<file path="src/rtl/tcw_pkg.sv">
// Shared types, codes and constants of the text console writer.
`timescale 1ns / 1ps
`default_nettype none

package tcw_pkg;

   // Screen geometry defaults
   localparam int DEF_COLUMNS = 80;
   localparam int DEF_ROWS    = 25;

   // Field widths of the request and response channels
   localparam int CMD_W      = 2;
   localparam int CHAR_W     = 8;
   localparam int COLOR_W    = 4;
   localparam int INDEX_W    = 11;
   localparam int CURSOR_W   = 15;
   localparam int COL_OUT_W  = 7;
   localparam int ROW_OUT_W  = 5;
   localparam int CELL_W     = CHAR_W + COLOR_W;

   // Request queue between front and back
   localparam int QUEUE_DEPTH = 2;
   localparam int QPTR_W      = $clog2(QUEUE_DEPTH);
   localparam int QCNT_W      = $clog2(QUEUE_DEPTH + 1);

   // Character and attribute codes
   localparam logic [CURSOR_W-1:0] HIDDEN_CODE  = 15'd20655;
   localparam logic [CHAR_W-1:0]   SPACE_CODE   = 8'h20;
   localparam logic [CHAR_W-1:0]   NEWLINE_CODE = 8'd10;
   localparam logic [COLOR_W-1:0]  WHITE_COLOR  = 4'hf;

   // Command codes on req_cmd
   localparam logic [CMD_W-1:0] CMD_PUT   = 2'd0;
   localparam logic [CMD_W-1:0] CMD_CLEAR = 2'd1;
   localparam logic [CMD_W-1:0] CMD_READ  = 2'd2;
   localparam logic [CMD_W-1:0] CMD_NOP   = 2'd3;

   typedef enum logic [1:0] {
      OP_PUT,
      OP_CLEAR,
      OP_READ,
      OP_NOP
   } op_type;

   // One classified request as it waits in the queue
   typedef struct packed {
      op_type               op;
      logic                 newline;
      logic                 in_range;
      logic [CHAR_W-1:0]    char_code;
      logic [COLOR_W-1:0]   color;
      logic [INDEX_W-1:0]   cell_index;
   } entry_type;

   typedef enum logic [2:0] {
      ST_INIT,
      ST_IDLE,
      ST_READ_WAIT,
      ST_SCROLL_COPY,
      ST_SCROLL_BLANK,
      ST_PUT_LAST,
      ST_CLEAR,
      ST_RESP
   } state_type;

endpackage

`default_nettype wire

</file>
<file path="src/rtl/tcw_front.sv">
// Request intake: classifies each request and holds it in a short queue.
`timescale 1ns / 1ps
`default_nettype none

module tcw_front import tcw_pkg::*; #(
   parameter int COLUMNS = DEF_COLUMNS,
   parameter int ROWS    = DEF_ROWS
) (
   input  wire logic               clock,
   input  wire logic               reset,
   input  wire logic               fill_done,
   input  wire logic               req_valid,
   output logic                    req_ready,
   input  wire logic [CMD_W-1:0]   req_cmd,
   input  wire logic [CHAR_W-1:0]  req_char_code,
   input  wire logic [COLOR_W-1:0] req_color,
   input  wire logic [INDEX_W-1:0] req_cell_index,
   output logic                    q_valid,
   output entry_type               q_head,
   input  wire logic               q_pop
);

   localparam int CELLS = ROWS * COLUMNS;

   entry_type            entries_ff [QUEUE_DEPTH];
   entry_type            new_entry;
   logic [QPTR_W-1:0]    wr_ptr_ff, wr_ptr_in;
   logic [QPTR_W-1:0]    rd_ptr_ff, rd_ptr_in;
   logic [QCNT_W-1:0]    count_ff, count_in;
   logic                 push;

   always_comb begin
      new_entry.newline    = (req_char_code == NEWLINE_CODE);
      new_entry.in_range   = (32'(req_cell_index) < 32'(CELLS));
      new_entry.char_code  = req_char_code;
      new_entry.color      = req_color;
      new_entry.cell_index = req_cell_index;
      unique case (req_cmd)
         CMD_PUT:   new_entry.op = OP_PUT;
         CMD_CLEAR: new_entry.op = OP_CLEAR;
         CMD_READ:  new_entry.op = OP_READ;
         CMD_NOP:   new_entry.op = OP_NOP;
      endcase
   end

   assign req_ready = fill_done && (count_ff != QCNT_W'(QUEUE_DEPTH));
   assign push      = req_valid && req_ready;
   assign q_valid   = (count_ff != '0);
   assign q_head    = entries_ff[rd_ptr_ff];

   always_comb begin
      wr_ptr_in = push  ? wr_ptr_ff + QPTR_W'(1) : wr_ptr_ff;
      rd_ptr_in = q_pop ? rd_ptr_ff + QPTR_W'(1) : rd_ptr_ff;
      count_in  = count_ff;
      if (push && !q_pop) begin
         count_in = count_ff + QCNT_W'(1);
      end else if (q_pop && !push) begin
         count_in = count_ff - QCNT_W'(1);
      end
   end

   always_ff @(posedge clock) begin
      if (reset) begin
         wr_ptr_ff <= '0;
         rd_ptr_ff <= '0;
         count_ff  <= '0;
      end else begin
         wr_ptr_ff <= wr_ptr_in;
         rd_ptr_ff <= rd_ptr_in;
         count_ff  <= count_in;
      end
   end

   always_ff @(posedge clock) begin
      if (push) begin
         entries_ff[wr_ptr_ff] <= new_entry;
      end
   end

   a_count_bound: assert property (@(posedge clock) disable iff (reset)
      count_ff <= QCNT_W'(QUEUE_DEPTH))
      else $error("request queue count exceeds depth");

   a_pop_nonempty: assert property (@(posedge clock) disable iff (reset)
      q_pop |-> q_valid)
      else $error("pop from empty request queue");

endmodule

`default_nettype wire

</file>
<file path="config.mk">
export PLATFORM = sky130hd
export DESIGN_NAME = tcw_front
export DESIGN_NICKNAME = d
export VERILOG_FILES = /design/src/rtl/tcw_pkg.sv /design/src/rtl/tcw_front.sv
export SDC_FILE = /design/constraint.sdc
export NUM_CORES = 1
export LEC_CHECK = 0
export CAP_MARGIN = 20
export CORE_UTILIZATION = 23
export CTS_CLUSTER_DIAMETER = 40
export CTS_CLUSTER_SIZE = 16
export DETAILED_ROUTE_END_ITERATION = 10
export DONT_BUFFER_PORTS = 1
export HOLD_SLACK_MARGIN = 0.1
export PLACE_DENSITY_LB_ADDON = 0.3
export SLEW_MARGIN = 10
export SYNTH_ARGS = -nofsm -noshare
export SYNTH_HDL_FRONTEND = slang
export SYNTH_SLANG_ARGS = --single-unit
</file>
<file path="constraint.sdc">
create_clock -name clock -period 2.6 [get_ports clock]
set_clock_uncertainty 0.2 [all_clocks]
set_input_delay 0.26 -clock clock [delete_from_list [all_inputs] [get_ports clock]]
set_output_delay 0.26 -clock clock [all_outputs]
set_load 0.02 [all_outputs]
</file>
# Yosys cells after proc, flatten, opt, wreduce, memory -nomap -nowiden
# Memory sizes are Yosys's and may differ from the RTL's. A register that Yosys moved wholly into a read port is not among the register bits.
# Index checks and enable logic that the tools add are counted.
# word_totals
input_bits,30
wordCells,30
ram_bits,54
n_memories,1
output_inout_bits,29
register_bits,4
# classes
n_lt_le_gt_ge,1
add_sub_neg,4
n_eq_ne,5
n_mux,7
reduce_logical,9
# mem_list
memory,depth,width,rd,rd_clocked_by_memory_dff,wr,line_no,rtl
entries_ff,2,27,1,1,1,tcw_front.sv:25,entry_type entries_ff [QUEUE_DEPTH];
# op_table
operator,count
"11-bit less-than comparator, second input constant",1
"8-bit by 4-bit equality test with 1-bit output, second input constant",1
2-bit case mux with 4 select lines,1
"2-bit equality test, second input constant",2
1-bit logical AND,4
1-bit two-way mux,4
2-bit two-way mux,2
2-bit nonzero test,2
"1-bit adder, second input constant",2
"2-bit by 1-bit adder with 2-bit output, second input constant",1
"2-bit by 1-bit equality test with 1-bit output, second input constant",1
1-bit zero test,2
2-bit zero test,1
"2-bit inequality test, second input constant",1
"2-bit by 1-bit subtractor with 2-bit output, second input constant",1

# Logic depth before layout (Yosys ltp)
# depth
word_depth,7
ltp_mapped,6
ltp_nobuf,6

# Least setup slack after synthesis
# Ideal clock, no wire load.
# synth_timing
path_type,register to register
startpoint,register count_ff[0]
endpoint,"memory entries_ff[0][0] (netlist bit), enable pin"
n_path_buf,0
arrival_ps,1936
synth_period_minus_slack_ps,2550
t_required_ps,1986
path_stages_with_launch,4
setup_time_ps,414
slack_ps,50
path_cell_list,dfxtp_1 > nand2b_1 > and3_4 > nor2b_1
# synth_between
elab_chain_len,5
# synth_rtl
element,line_no,rtl
"start, declared",tcw_front.sv:29,"logic [QCNT_W-1:0] count_ff, count_in;"
"start signal, assigned",tcw_front.sv:70,count_ff <= count_in;
2-bit inequality test,tcw_front.sv:46,assign req_ready = fill_done && (count_ff != QCNT_W'(QUEUE_DEPTH));
1-bit logical AND,tcw_front.sv:46,
1-bit logical AND,tcw_front.sv:47,assign push = req_valid && req_ready;
1-bit two-way mux,tcw_front.sv:75,if (push) begin
1-bit two-way mux (not written as such),tcw_front.sv:76,entries_ff[wr_ptr_ff] <= new_entry;
"end, declared",tcw_front.sv:25,
# No other way between the ends.

# Final worst setup path
# layout_timing
startpoint,register count_ff[0]
endpoint,register wr_ptr_ff
# layout_between
elab_chain_len,3
# layout_rtl
element,line_no,rtl
2-bit inequality test,tcw_front.sv:46,
1-bit logical AND,tcw_front.sv:46,
1-bit logical AND,tcw_front.sv:47,
"end signal, assigned",tcw_front.sv:68,wr_ptr_ff <= wr_ptr_in;
"end, declared",tcw_front.sv:27,"logic [QPTR_W-1:0] wr_ptr_ff, wr_ptr_in;"
# No other way between the ends.
# A chain may end at the register's enable or synchronous reset.

==> results.toml <==
[run_status]
status = "complete, no violations"

[timing]
min_period_ps = 1960
fin_crit_sh = 0.756
final-hold-violation-count = 0
setup_ws_ps = 635
fmaxAchievable_mhz = 509
setup_violations = 0
rsz0062_at_grt = "no"
worst_pin_slew_ps = 365
tns_ps = 0
maxSlewHeadroom = 0.757
hold_ws_ps = 133
final_max_slew_viol_count = 0

[synth]
synth_cell_types = 25
synth_edf_count = 54
synth.avg_cell_area_um2 = 19.2
ys.flop_type = "edfxtp_1"
postSynthCellCount = 116
ys.warnings.count = 0
yosysSeqAreaShare = 0.772
synth_nets = 147
synth_area_um2 = 2230
synthArstFlopShare = 0
ys_ff_latch = 59

[route]
wirelength_um = 4260
antenna_left = 0
vias = 1127
dr.pass1.iters = 3
drcViolationCount = 0
wl_per_cell_um = 14.7
drt-initial-drc-count = 24
via_per_inst = 3.89

[global_route]
grt_pass1_wl_um = 6370
antenna_found_initial = 1
overflow = 0
grt_start_max_net_pins = 28
grt_pass1_vias = 1198
gr-usage-all-layers = 0.0893

[setup_path]
path_class = "reg -> reg"
cp_cell_sequence = "nand2b_1 -> and3_4 -> dlygate4sd3_1 -> mux2_4"
critical-path-slowest-cell = "dlygate4sd3_1"
reg2reg_from = "count_ff[0]$_SDFFE_PP0P_"
r2r-end = "wr_ptr_ff$_SDFFE_PP0N_"
worstSetupStartpointType = "register"
cp_max_fo = 4
setup.worst_path.end_class = "register"
reg2reg_slack_ps = 640
required_ps = 2620
worstRegToRegCells = 4
arrival_ps = 1980
slowest_delay_ps = 580

[layout]
areaGrowthSynthToFinish_pct = 29.0
fill_cells = 913
design_area_um2 = 2880
finalCoreUtilization = 0.308
final_nets = 186
drive_gt1_frac = 0.306
stdcell_count = 290

[power]
power_per_cell_area_nw_per_um2 = 746
power.share.switching = 0.240
clkPwrFrac = 0.362
power.total_mw = 2.14
p_leak_nw = 0.949
irDropWorstVdd_mv = 0.194
cell_internal_pwr_mw = 1.63
total_switching_power_mw = 0.514
pwr-share-seq = 0.516
combPwrFrac = 0.121

[clock_tree]
cts_tree = "built"
cts_root_buf = "clkbuf_8"
clk_pin_slew_ps = 70
clk_latency_ps = 330
cts_buffers = 9
cts_buffer_depth = 2
cts_resized = 0
htreeDepth = 3
clkSinkCount = 59

[run]
cap_violations = 0

[worst_hold_path]
holdPathEnd = "entries_ff[1][23]$_DFFE_PP_"
hold_path.class = "in -> reg"
min-delay-start = "req_cell_index[7]"
holdPathStages = 2

[placed_design]
io_buffers = 0
routabilityCongestion = 0.701
post_dp_cell_area_um2 = 2390
dp_hpwl_um = 2750
dp.cells = 243
post-place-ws_ps = 769

[die]
initial_core_util = 0.239
die-area_um2 = 10100
die_w_um = 100
die_h_um = 100
core_um2 = 9330
rows = 35
io_pins = 59
-- timing repair --
item                                    CTS  global route
endpoints found under the setup margin    0             0
endpoints found under the hold margin    59             0
setup buffers                             0             0
hold buffers                             30             0
-- cells in the mapped netlist (all sizes together) (2+ instances only) --
library cell	n	share of area
dfxtp	5	0.045
xor2	2	0.0079
buf	3	0.0090
nor2	5	0.0084
and3	2	0.0079
nor2b	2	0.0056
mux2	28	0.14
edfxtp	54	0.73
clkbuf	2	0.0034
and2	2	0.0062
-- logic make-up after synthesis --
kind of cell | Yosys count | share of synthesized area
flip-flops | 59 | 0.772
multiplexers | 28 | 0.143
AND/OR/NAND/NOR | 16 | 0.0449
buffers and inverters | 6 | 0.0140
AO/OA/AOI/OAI | 3 | 0.00841
XOR/XNOR | 3 | 0.0118
adder cells (fa/ha/maj) | 1 | 0.00561
-- critical path, delay by kind of cell (launching register included) --
family | cells | cell delay (ps)
buffers and inverters | 1 | 580
DFF | 1 | 400
and+or+nand+nor | 2 | 370
muxes | 1 | 300
-- state kept, by name, summed over array words and instances, names as in the netlist, named ones only --
register / count
entries_ff: 54
wr_ptr_ff: 1
count_ff: 2
rd_ptr_ff: 1
-- area by class of cell --
type,count,area (um^2),share of cell area
Sequential cell,59,1720,0.599
Antenna cell,1,2.50,0.000870
Clock buffer,10,128,0.0444
Clock inverter,6,56.3,0.0196
Multi-Input combinational cell,51,479,0.167
Tap cell,129,161,0.0561
Inverter,1,3.75,0.00131
Timing Repair Buffer,33,323,0.112
-- layout by cell type, fill, tap and decap left out --
cell type       n
dfxtp_1         5
clkinv_2        3
clkbuf_1        1
and3_1          1
mux2_2         27
clkinvlp_4      1
nor2b_2         1
edfxtp_1       54
a21oi_1         1
clkbuf_8        9
or4_1           1
nand2b_1        1
diode_2         1
o2111ai_1       1
clkinv_1        1
ha_1            1
or3_1           1
xor2_1          2
nand4bb_1       1
and3_4          1
and2_2          1
nor2b_1         1
and2_1          1
dlygate4sd3_1  30
bufinv_16       1
inv_1           1
nor2_1          5
buf_4           3
mux2_4          1
o21ai_0         1
or2_2           1
xnor2_1         1
-- how the worst max path moves through the flow --
| stage | startpoint | endpoint | slack [ps] | cells after the start |
|---|---|---|---|---|
| after CTS | count_ff[0]$_SDFFE_PP0P_ | wr_ptr_ff$_SDFFE_PP0N_ | 640 | 4 |
| after floorplan | count_ff[0]$_SDFFE_PP0P_ | entries_ff[0][0]$_DFFE_PP_ | 50 | 3 |
| after detailed placement | count_ff[0]$_SDFFE_PP0P_ | count_ff[1]$_SDFFE_PP0P_ | 770 | 6 |
| after global placement | count_ff[0]$_SDFFE_PP0P_ | count_ff[1]$_SDFFE_PP0P_ | 900 | 5 |
| after global routing | count_ff[0]$_SDFFE_PP0P_ | wr_ptr_ff$_SDFFE_PP0N_ | 590 | 4 |
| final | count_ff[0]$_SDFFE_PP0P_ | wr_ptr_ff$_SDFFE_PP0N_ | 640 | 4 |
-- layer usage --
layer  up-vias  wire [um]  track usage
met3         9        404       0.0465
met2        41       2150        0.151
met4         0         78       0.0535
met5         -          0            0
li1        523          -            -
met1       554       1630       0.0869
-- power groups by stage --
stage / Combinational [mW] / Clock, mW / Sequential, mW
2_1_floorplan: 0.185 / 0 / 1.12
3_3_place_gp: 0.210 / 0 / 1.12
3_5_place_dp: 0.215 / 0 / 1.13
4_1_cts: 0.265 / 0.810 / 1.11
5_1_grt: 0.279 / 0.847 / 1.11
6_report: 0.260 / 0.777 / 1.11
No activity file was read; power rests on OpenSTA's default activity.
